File: src/hw/rtl/bpq_pkg.sv
// Package for the bounded priority queue: sizes, status codes and the cell command.
`default_nettype none

package bpq_pkg;

   localparam int DEPTH_DEF         = 16;
   localparam int PRIORITY_BITS_DEF = 8;
   localparam int VALUE_BITS_DEF    = 32;

   // The occupancy field of a result word has a fixed width.
   localparam int OCC_BITS = 5;

   typedef enum logic [1:0] {
      ST_INSERTED = 2'd0,
      ST_REMOVED  = 2'd1,
      ST_FULL     = 2'd2,
      ST_EMPTY    = 2'd3
   } status_type;

   typedef enum logic {
      OP_INSERT = 1'b0,
      OP_REMOVE = 1'b1
   } op_type;

   // Command broadcast to every cell of the chain at once.
   typedef struct packed {
      logic ins;
      logic rem;
   } cmd_type;

endpackage

`default_nettype wire

File: src/hw/rtl/bpq_cell.sv
// One cell of the sorted chain: holds one entry and trades it with its neighbors.
`default_nettype none

module bpq_cell #(
   parameter int PRIORITY_BITS = bpq_pkg::PRIORITY_BITS_DEF,
   parameter int VALUE_BITS    = bpq_pkg::VALUE_BITS_DEF
) (
   input  wire                      clock,
   input  wire                      reset,
   input  wire bpq_pkg::cmd_type    cmd,
   input  wire [VALUE_BITS-1:0]     new_value,
   input  wire [PRIORITY_BITS-1:0]  new_priority,
   input  wire                      prev_goes,
   input  wire                      prev_valid,
   input  wire [VALUE_BITS-1:0]     prev_value,
   input  wire [PRIORITY_BITS-1:0]  prev_priority,
   input  wire                      next_valid,
   input  wire [VALUE_BITS-1:0]     next_value,
   input  wire [PRIORITY_BITS-1:0]  next_priority,
   output logic                     goes,
   output logic                     valid,
   output logic [VALUE_BITS-1:0]    value,
   output logic [PRIORITY_BITS-1:0] priority_out
);

   logic                     valid_ff, valid_in;
   logic [VALUE_BITS-1:0]    value_ff, value_in;
   logic [PRIORITY_BITS-1:0] priority_ff, priority_in;

   // The new entry belongs at or above this cell when the cell is empty or the new entry is strictly more urgent,
   // so that it lands behind every held entry of equal priority.
   assign goes = cmd.ins && (!valid_ff || (new_priority > priority_ff));

   always_comb begin
      priority if (cmd.rem) begin
         valid_in    = next_valid;
         value_in    = next_value;
         priority_in = next_priority;
      end else if (cmd.ins && prev_goes) begin
         valid_in    = prev_valid;
         value_in    = prev_value;
         priority_in = prev_priority;
      end else if (goes) begin
         valid_in    = 1'b1;
         value_in    = new_value;
         priority_in = new_priority;
      end else begin
         valid_in    = valid_ff;
         value_in    = value_ff;
         priority_in = priority_ff;
      end
   end

   always_ff @(posedge clock) begin
      if (reset) begin
         valid_ff <= 1'b0;
      end else begin
         valid_ff <= valid_in;
      end
   end

   always_ff @(posedge clock) begin
      value_ff    <= value_in;
      priority_ff <= priority_in;
   end

   assign valid        = valid_ff;
   assign value        = value_ff;
   assign priority_out = priority_ff;

endmodule

`default_nettype wire

File: src/hw/rtl/bounded_priority_queue.sv
// Bounded priority queue built as a sorted chain of entry cells.
// Usage:
//   Input words arrive on req_*: req_tuser carries the operation (insert or remove),
//   req_tdata the data word and its priority. Each input word yields exactly one
//   result word on rsp_*: rsp_tuser gives the status, rsp_tdata the removed word,
//   its priority and the occupancy after the operation.
//   The cells stay sorted by descending priority, oldest first among equals, so
//   the head cell is always the next to leave. An insert compares its priority in
//   every cell at once and the cells below the insertion point shift down one
//   place; a remove shifts the whole chain up one place.
//   One word is accepted per cycle while the receiver takes each result; the result
//   appears in the cycle after accept.
//   Reset empties the queue and drops any pending result; entry contents are not
//   cleared and need no clearing pass.
//   When the receiver stalls, the result register holds its word and req_tready
//   falls until that word is taken; a new word may be accepted in the same cycle
//   in which the held result leaves.
`default_nettype none

module bounded_priority_queue #(
   parameter int DEPTH         = bpq_pkg::DEPTH_DEF,
   parameter int PRIORITY_BITS = bpq_pkg::PRIORITY_BITS_DEF,
   parameter int VALUE_BITS    = bpq_pkg::VALUE_BITS_DEF,
   localparam int REQ_DW = ((VALUE_BITS + PRIORITY_BITS + 7) / 8) * 8,
   localparam int RSP_DW = ((VALUE_BITS + PRIORITY_BITS + bpq_pkg::OCC_BITS + 7) / 8) * 8
) (
   input  wire               clock,
   input  wire               reset,
   input  wire               req_tvalid,
   output logic              req_tready,
   input  wire [REQ_DW-1:0]  req_tdata,   // value, priority_req
   input  wire [0:0]         req_tuser,   // op
   output logic              rsp_tvalid,
   input  wire               rsp_tready,
   output logic [RSP_DW-1:0] rsp_tdata,   // out_value, out_priority, occupancy
   output logic [1:0]        rsp_tuser    // status
);

   localparam int CW = $clog2(DEPTH + 1);
   localparam int PAD = RSP_DW - VALUE_BITS - PRIORITY_BITS - bpq_pkg::OCC_BITS;

   logic                     req_fire;
   logic                     is_remove;
   logic                     full;
   logic                     empty;
   bpq_pkg::cmd_type         cmd;
   logic [VALUE_BITS-1:0]    new_value;
   logic [PRIORITY_BITS-1:0] new_priority;

   logic [CW-1:0]            count_ff, count_in;

   logic [DEPTH-1:0]         goes_w;
   logic [DEPTH-1:0]         valid_w;
   logic [VALUE_BITS-1:0]    value_w    [DEPTH];
   logic [PRIORITY_BITS-1:0] priority_w [DEPTH];

   logic                     rsp_valid_ff, rsp_valid_in;
   bpq_pkg::status_type      status_ff, status_in;
   logic [VALUE_BITS-1:0]    out_value_ff, out_value_in;
   logic [PRIORITY_BITS-1:0] out_priority_ff, out_priority_in;
   logic [bpq_pkg::OCC_BITS-1:0] occ_ff, occ_in;

   assign req_tready   = !rsp_valid_ff || rsp_tready;
   assign req_fire     = req_tvalid && req_tready;
   assign is_remove    = (req_tuser[0] == bpq_pkg::OP_REMOVE);
   assign new_value    = req_tdata[VALUE_BITS-1:0];
   assign new_priority = req_tdata[VALUE_BITS +: PRIORITY_BITS];
   assign full         = (count_ff == CW'(DEPTH));
   assign empty        = (count_ff == '0);

   assign cmd.ins = req_fire && !is_remove && !full;
   assign cmd.rem = req_fire && is_remove && !empty;

   for (genvar i = 0; i < DEPTH; i++) begin : g_cell
      logic                     p_goes, p_valid, n_valid;
      logic [VALUE_BITS-1:0]    p_value, n_value;
      logic [PRIORITY_BITS-1:0] p_priority, n_priority;

      if (i == 0) begin : g_first
         assign p_goes     = 1'b0;
         assign p_valid    = 1'b0;
         assign p_value    = '0;
         assign p_priority = '0;
      end else begin : g_mid
         assign p_goes     = goes_w[i-1];
         assign p_valid    = valid_w[i-1];
         assign p_value    = value_w[i-1];
         assign p_priority = priority_w[i-1];
      end

      if (i == DEPTH - 1) begin : g_last
         assign n_valid    = 1'b0;
         assign n_value    = '0;
         assign n_priority = '0;
      end else begin : g_body
         assign n_valid    = valid_w[i+1];
         assign n_value    = value_w[i+1];
         assign n_priority = priority_w[i+1];
      end

      bpq_cell #(
         .PRIORITY_BITS(PRIORITY_BITS),
         .VALUE_BITS   (VALUE_BITS)
      ) u_cell (
         .clock        (clock),
         .reset        (reset),
         .cmd          (cmd),
         .new_value    (new_value),
         .new_priority (new_priority),
         .prev_goes    (p_goes),
         .prev_valid   (p_valid),
         .prev_value   (p_value),
         .prev_priority(p_priority),
         .next_valid   (n_valid),
         .next_value   (n_value),
         .next_priority(n_priority),
         .goes         (goes_w[i]),
         .valid        (valid_w[i]),
         .value        (value_w[i]),
         .priority_out (priority_w[i])
      );
   end

   always_comb begin
      count_in        = count_ff;
      status_in       = status_ff;
      out_value_in    = out_value_ff;
      out_priority_in = out_priority_ff;
      if (cmd.ins) begin
         count_in = count_ff + 1'b1;
      end else if (cmd.rem) begin
         count_in = count_ff - 1'b1;
      end
      if (req_fire) begin
         out_value_in    = '0;
         out_priority_in = '0;
         priority if (cmd.rem) begin
            status_in       = bpq_pkg::ST_REMOVED;
            out_value_in    = value_w[0];
            out_priority_in = priority_w[0];
         end else if (cmd.ins) begin
            status_in = bpq_pkg::ST_INSERTED;
         end else if (is_remove) begin
            status_in = bpq_pkg::ST_EMPTY;
         end else begin
            status_in = bpq_pkg::ST_FULL;
         end
      end
      occ_in       = req_fire ? bpq_pkg::OCC_BITS'(count_in) : occ_ff;
      rsp_valid_in = req_fire || (rsp_valid_ff && !rsp_tready);
   end

   always_ff @(posedge clock) begin
      if (reset) begin
         count_ff     <= '0;
         rsp_valid_ff <= 1'b0;
      end else begin
         count_ff     <= count_in;
         rsp_valid_ff <= rsp_valid_in;
      end
   end

   always_ff @(posedge clock) begin
      status_ff       <= status_in;
      out_value_ff    <= out_value_in;
      out_priority_ff <= out_priority_in;
      occ_ff          <= occ_in;
   end

   assign rsp_tvalid = rsp_valid_ff;
   assign rsp_tuser  = status_ff;
   if (PAD > 0) begin : g_pad
      assign rsp_tdata = {{PAD{1'b0}}, occ_ff, out_priority_ff, out_value_ff};
   end else begin : g_nopad
      assign rsp_tdata = {occ_ff, out_priority_ff, out_value_ff};
   end

endmodule

`default_nettype wire

File: config.mk
export PLATFORM = sky130hd
export DESIGN_NAME = bounded_priority_queue
export DESIGN_NICKNAME = d
export VERILOG_FILES = /design/src/hw/rtl/bpq_pkg.sv /design/src/hw/rtl/bpq_cell.sv /design/src/hw/rtl/bounded_priority_queue.sv
export SDC_FILE = /design/constraint.sdc
export NUM_CORES = 2
export LEC_CHECK = 0
export BUFFER_PORTS_ARGS = -buffer_cell sky130_fd_sc_hd__clkbuf_2
export CAP_MARGIN = 0
export CORE_MARGIN = 2
export CORE_UTILIZATION = 35
export CTS_BUF_LIST = sky130_fd_sc_hd__clkbuf_8 sky130_fd_sc_hd__clkbuf_16
export DETAILED_ROUTE_END_ITERATION = 8
export PLACE_DENSITY = 0.54
export SYNTH_ARGS = -nofsm -noshare
export SYNTH_HDL_FRONTEND = slang
export SYNTH_SLANG_ARGS = --single-unit
File: constraint.sdc
create_clock -name clock -period 4.47 [get_ports clock]
set_clock_uncertainty 0.2 [all_clocks]
set_input_delay 0.2235 -clock clock [delete_from_list [all_inputs] [get_ports clock]]
set_output_delay 0.2235 -clock clock [all_outputs]
set_load 0.05 [all_outputs]
# Word level (Yosys, flattened, before mapping)
# Index checks and enable logic that the tools add are counted.
# W data, S select, Z words.
[totals]
reg_bits = 709
in_bits = 45
out_inout_bits = 52
[op_classes]
addsub = 2
n_lt_le_gt_ge = 16
n_eq_ne = 1
muxes = 142
n_reduce_logical = 95
[ops]
columns = ["op", "n"]
rows = [
  ["$mux W32", 46],
  ["$mux W8", 46],
  ["$gt A8 B8 Y1", 16],
  ["$mux W1", 48],
  ["$reduce_bool A3 Y1", 14],
  ["$logic_and A1 B1 Y1", 37],
  ["$logic_not A1 Y1", 21],
  ["$logic_or A1 B1 Y1", 18],
  ["$mux W5", 2],
  ["$add A5 B1 Y5 const B", 1],
  ["$eq A5 B5 Y1 const B", 1],
  ["$logic_not A5 Y1", 1],
  ["$sub A5 B1 Y5 const B", 1],
  ["$reduce_bool A2 Y1", 2],
  ["$reduce_or A2 Y1", 2],
]

# Depth between registers and ports, before layout
[depth]
word_depth = 9
ltp_mapped = 12

# By module
# Synthesis repeated with hierarchy kept, for this count alone.
[unflattened]
hier_cells = 3582
hier_area_um2 = 39407.8
[by_module_without_submodules]
columns = ["mod", "instances", "cells_per_inst", "area_each_um2", "seq_area_each_um2"]
rows = [
  ["bpq_cell", 16, 214, 2316.0, 1221.2],
  ["bounded_priority_queue", 1, 158, 2352.3, 1531.5],
]

# Worst setup path before layout
# No wires, ideal clock.
[synth_timing]
kind = "in2reg"
startpoint = "input port req_tdata[32]"
endpoint = "register g_cell[2].u_cell.priority_ff[0] (enable)"
arrival_time_ps = 3033
setup_slack_ps = 603
stages = 10
path_buffers = 3
path_cell_list = "clkbuf_1 inv_1 ha_1 nor2b_1 o211ai_1 a21oi_1 o41ai_2 buf_2 buf_2 nand3_1"
[synth_between]
elab_chain_len = 5
[synth_lines]
columns = ["item", "line_no", "rtl"]
rows = [
  ["start: declaration", "bounded_priority_queue.sv:31", "input wire [REQ_DW-1:0] req_tdata,"],
  ["$gt A8 B8 Y1", "bpq_cell.sv:32", "assign goes = cmd.ins && (!valid_ff || (new_priority > priority_ff));"],
  ["$logic_or A1 B1 Y1", "bpq_cell.sv:32", ""],
  ["$logic_and A1 B1 Y1", "bpq_cell.sv:32", ""],
  ["$logic_and A1 B1 Y1", "bpq_cell.sv:39", "end else if (cmd.ins && prev_goes) begin"],
  ["$reduce_bool A3 Y1 (no source line) (*)", "n/a", ""],
  ["end signal: assignment", "bpq_cell.sv:64", "priority_ff <= priority_in;"],
  ["end: declaration", "bpq_cell.sv:28", "logic [PRIORITY_BITS-1:0] priority_ff, priority_in;"],
]
# Every way passes the cells marked *; elsewhere a longest branch is shown, timed or not.
# A chain may end at the register's enable or synchronous reset.

# Final worst setup path
[layout_timing]
startpoint = "input port req_tdata[32]"
endpoint = "register g_cell[3].u_cell.value_ff[13] (data pin)"
[layout_between]
elab_chain_len = 6
[layout_lines]
columns = ["item", "line_no", "rtl"]
rows = [
  ["$gt A8 B8 Y1", "bpq_cell.sv:32", ""],
  ["$logic_or A1 B1 Y1", "bpq_cell.sv:32", ""],
  ["$logic_and A1 B1 Y1", "bpq_cell.sv:32", ""],
  ["$logic_and A1 B1 Y1", "bpq_cell.sv:39", ""],
  ["$mux W32", "bpq_cell.sv:39", ""],
  ["$mux W32", "bpq_cell.sv:35", "priority if (cmd.rem) begin"],
  ["net g_cell[3].u_cell.value_in[13]", "bpq_cell.sv:27", "logic [VALUE_BITS-1:0] value_ff, value_in;"],
  ["end signal: assignment", "bpq_cell.sv:63", "value_ff <= value_in;"],
  ["end: declaration", "bpq_cell.sv:27", ""],
]
# The timed path passes the listed nets, and every way through them passes these cells.

==> flow_summary.json <==
{
  "run_status": "complete, no violations",
  "grt_start_max_net_pins": 175,
  "internal-power_mw": 13.84,
  "dieHeight_um": 332.3,
  "ys_async_sr_fraction": 0,
  "synth-main-ff-cell": "sky130_fd_sc_hd__edfxtp_1",
  "hold_depth": 3,
  "core.rowCount": 120,
  "clock_path_buffers": 3,
  "worst-endpoint-required_ps": 4640,
  "final_clock_period_utilization_by_the_worst_path": 0.7867,
  "synthesis.area_per_instance_um2": 11.01,
  "antenna_cells_inserted": 0,
  "clkPwrFrac": 0.320,
  "hold_path_class": "in -> reg",
  "drt-initial-drc-count": 2464,
  "grt_first_pass_wirelength_um": 172100,
  "peakVddDrop_mv": 0.2489,
  "hold_viol_final": 0,
  "die_area_mm2": 0.1104,
  "first_global_vias": 27160,
  "tightest_slew_ps": 1073,
  "finalPower_mw": 20.02,
  "synth.top_cells.by_area": "sky130_fd_sc_hd__edfxtp_1 (52%), sky130_fd_sc_hd__mux2i_1 (13%), sky130_fd_sc_hd__nand2_1 (6.1%)",
  "global_route.usage.met1": 0.2777,
  "drt_first_pass_iters": 5,
  "globalplace.congestion": 0.8525,
  "io_pins": 97,
  "ys.warnings.count": 0,
  "postRouteAntennaNets": 0,
  "reg2regPathDepth": 7,
  "setup.worst_path.end_class": "register",
  "relSlewSlack": 0.2848,
  "drive_gt1_frac": 0.1078,
  "p_seq_frac": 0.473,
  "final_period_minus_worst_setup_slack_ps": 3517,
  "global_route.usage.met3": 0.02668,
  "grt_antenna_before_repair": 0,
  "tritoncts_num_sinks": 709,
  "worst_setup_path_start_kind": "input port",
  "setup_tns_ps": 0,
  "count_of_instances_resized_after_the_clock_tree_is_built": 0,
  "power-per-cell-area_mw_per_mm2": 468.3,
  "crit_fanout": 19,
  "syn2layout_area_growth_pct": 13.34,
  "power_frac_comb": 0.207,
  "place_hpwl_um": 72030,
  "gr-max-usage-layer": "met2",
  "grt_setup_unrepaired": "false",
  "worst_hold_endpoint": "g_cell[15].u_cell.value[12]",
  "r2r_slack_ps": 1040,
  "number_of_drc_violations_after_detailed_routing": 0,
  "yosysTopAreaCellShare": 0.5152,
  "h_tree_levels": 3,
  "clock_latency_ps": 640,
  "maxSlewViolCount": 0,
  "worst_r2r_startpoint": "count_ff[0]",
  "detailroute.via_count": 27368,
  "postSynthCellCount": 3426,
  "tritoncts": "done",
  "fillCellCount": 10422,
  "maxCapViolCount": 0,
  "fmax_ghz": 0.2844,
  "avgViaCountPerCell": 5.563,
  "start_util": 0.3528,
  "worstPathArrival_ps": 3680,
  "design.final.nets": 3628,
  "io_buffer_count": 93,
  "groute.usage.overall": 0.2026,
  "drt_wl_total_um": 114100,
  "critical_path_class": "in -> reg",
  "hold_path.startpoint": "req_tdata[12]",
  "cts_root_buf": "sky130_fd_sc_hd__clkbuf_16",
  "final_design_area_excluding_fillers_mm2": 0.04274,
  "ys_seq_elements": 709,
  "die_width_um": 332.3,
  "setup_violations": 0,
  "area_leader_netlist": "sky130_fd_sc_hd__edfxtp_1",
  "syn_std_cell_area_mm2": 0.03771,
  "synth-seq-area-share": 0.5481,
  "synth_cell_type_count": 59,
  "grt_use_met2": 0.3367,
  "r2r_end": "g_cell[4].u_cell.value[20]",
  "switching_share": 0.3084,
  "grt_overflow": 0,
  "numCtsBuffers": 77,
  "timing.critical_path.from": "req_tdata[32]",
  "placeableCoreArea_mm2": 0.1069,
  "switching_power_mw": 6.173,
  "synth-edff-count": 647,
  "power_leakage_nw": 17.32,
  "clk_pin_slew_worst_paths_ps": 60,
  "place_area_mm2": 0.03992,
  "route.detailed.wl_per_inst_um": 23.20
}
[cell usage in the layout, fill, tap and decap left out, types with 40 or more instances in the layout]
master	n
sky130_fd_sc_hd__nand2_1	604
sky130_fd_sc_hd__a21oi_1	84
sky130_fd_sc_hd__nand3_1	85
sky130_fd_sc_hd__ha_1	130
sky130_fd_sc_hd__buf_4	81
sky130_fd_sc_hd__o31ai_1	40
sky130_fd_sc_hd__o211ai_1	48
sky130_fd_sc_hd__clkbuf_2	93
sky130_fd_sc_hd__mux2i_1	476
sky130_fd_sc_hd__clkbuf_16	81
sky130_fd_sc_hd__edfxtp_1	647
sky130_fd_sc_hd__inv_1	144
sky130_fd_sc_hd__nor2_1	40
sky130_fd_sc_hd__dfxtp_1	62
sky130_fd_sc_hd__o21ai_0	424
sky130_fd_sc_hd__o221ai_1	91
[cells in the mapped netlist (2+ instances only)]
master,instances
sky130_fd_sc_hd__a221oi_1,2
sky130_fd_sc_hd__and4bb_2,2
sky130_fd_sc_hd__o31ai_1,40
sky130_fd_sc_hd__nor4_1,2
sky130_fd_sc_hd__nand3_1,94
sky130_fd_sc_hd__o22ai_1,6
sky130_fd_sc_hd__buf_4,21
sky130_fd_sc_hd__nand4_1,39
sky130_fd_sc_hd__ha_1,130
sky130_fd_sc_hd__nor2b_1,26
sky130_fd_sc_hd__buf_6,14
sky130_fd_sc_hd__nor3_1,6
sky130_fd_sc_hd__a21o_1,9
sky130_fd_sc_hd__or3_1,7
sky130_fd_sc_hd__buf_1,8
sky130_fd_sc_hd__mux2i_1,476
sky130_fd_sc_hd__buf_2,90
sky130_fd_sc_hd__o221ai_1,91
sky130_fd_sc_hd__a311oi_1,9
sky130_fd_sc_hd__nand4b_1,7
sky130_fd_sc_hd__or3b_2,33
sky130_fd_sc_hd__xnor2_1,3
sky130_fd_sc_hd__o21ai_0,424
sky130_fd_sc_hd__nor2_1,41
sky130_fd_sc_hd__a21oi_1,84
sky130_fd_sc_hd__dfxtp_1,62
sky130_fd_sc_hd__and2_1,36
sky130_fd_sc_hd__a211oi_1,10
sky130_fd_sc_hd__inv_1,122
sky130_fd_sc_hd__o211ai_1,48
sky130_fd_sc_hd__nand2_1,609
sky130_fd_sc_hd__o21ai_1,45
sky130_fd_sc_hd__o21a_1,6
sky130_fd_sc_hd__clkbuf_1,153
sky130_fd_sc_hd__edfxtp_1,647
[metal layers]
layer	part of all wire	wire, µm	vias up
met3	0.048	5428	160
met4	0.024	2691	0
met5	0	0	-
met1	0.45	51740	13729
met2	0.48	54280	752
li1	-	-	12727
[power groups by stage]
| stage | clock [mW] | sequential, mW | combinational [mW] |
|---|---|---|---|
| final | 6.40 | 9.47 | 4.15 |
| after global routing | 6.77 | 9.60 | 4.54 |
| after CTS | 6.54 | 9.47 | 4.15 |
| after detailed placement | 0 | 9.59 | 4.11 |
| after global placement | 0 | 9.60 | 4.03 |
| after floorplan | 0 | 9.50 | 2.63 |
[cell type report]
| type | instances | area, µm² | area share |
|---|---|---|---|
| clock inverter | 52 | 316.6 | 0.007406 |
| clock buffer | 91 | 2165 | 0.05064 |
| multi-input combinational | 2310 | 15470 | 0.3618 |
| sequential | 709 | 20670 | 0.4836 |
| timing repair buffer | 233 | 1914 | 0.04479 |
| inverter | 122 | 457.9 | 0.01071 |
| tap | 1403 | 1755 | 0.04107 |
[worst max-delay path by stage]
stage                                        to  slack (ps)  cells after the start
6_report             g_cell[3].u_cell.value[13]         950                     12
3_5_place_dp         g_cell[2].u_cell.value[12]         830                     11
2_1_floorplan  g_cell[2].u_cell.priority_out[0]         600                     10
5_1_grt              g_cell[3].u_cell.value[13]         810                     12
4_1_cts              g_cell[3].u_cell.value[13]        1000                     12
3_3_place_gp         g_cell[15].u_cell.value[9]         880                     10
[worst max-delay path, cell delays in order]
cell and delay (ps):
sky130_fd_sc_hd__dlygate4sd3_1 530, sky130_fd_sc_hd__clkbuf_2 140, sky130_fd_sc_hd__inv_1 390, sky130_fd_sc_hd__buf_4 310, sky130_fd_sc_hd__ha_1 170, sky130_fd_sc_hd__nor2b_1 40, sky130_fd_sc_hd__o211ai_1 140, sky130_fd_sc_hd__a21oi_1 120
sky130_fd_sc_hd__o41ai_4 630, sky130_fd_sc_hd__buf_4 530, sky130_fd_sc_hd__mux2i_1 310, sky130_fd_sc_hd__o21ai_0 100
[kinds of logic (layout without fill, tap and decap cells)]
logic type | count (synthesis) | count (layout) | share of synthesized area
mux | 476 | 476 | 0.1263
xor+xnor | 3 | 3 | 0.0006968
buf+inv | 409 | 498 | 0.04860
compound gates | 785 | 785 | 0.1243
fa+ha+maj | 130 | 130 | 0.04313
flops | 709 | 709 | 0.5481
other cells | 1 | 3 | 0.00009943
simple gates | 913 | 913 | 0.1088
[repair_timing]
item,in CTS,in global routing
hold buffers,34,0
buffers inserted,0,0
endpoints found under the hold margin,70,0
[state kept, by name, summed over array words and instances, names as in the netlist]
register	count
g_cell.u_cell.valid	16
rsp_tuser	2
out_priority_ff	8
rsp_tvalid	1
count_ff	5
out_value_ff	32
g_cell.u_cell.value	512
g_cell.u_cell.priority_out	128
occ_ff	5
[metrics by stage]
stage / setup slack [ps] / std cells / util / hold WS, ps
2_1_floorplan: 603.5 / 3428 / - / 153.0
3_3_place_gp: 881.9 / 4743 / 0.3735 / 309.3
3_5_place_dp: 832.5 / 4743 / 0.3735 / 306.9
4_1_cts: 1001 / 4920 / 0.3998 / 6.361
5_1_grt: 814.4 / 4920 / 0.3998 / 39.84
6_report: 953.4 / 4920 / 0.3998 / 26.15
(Power assumes the default switching activity.)
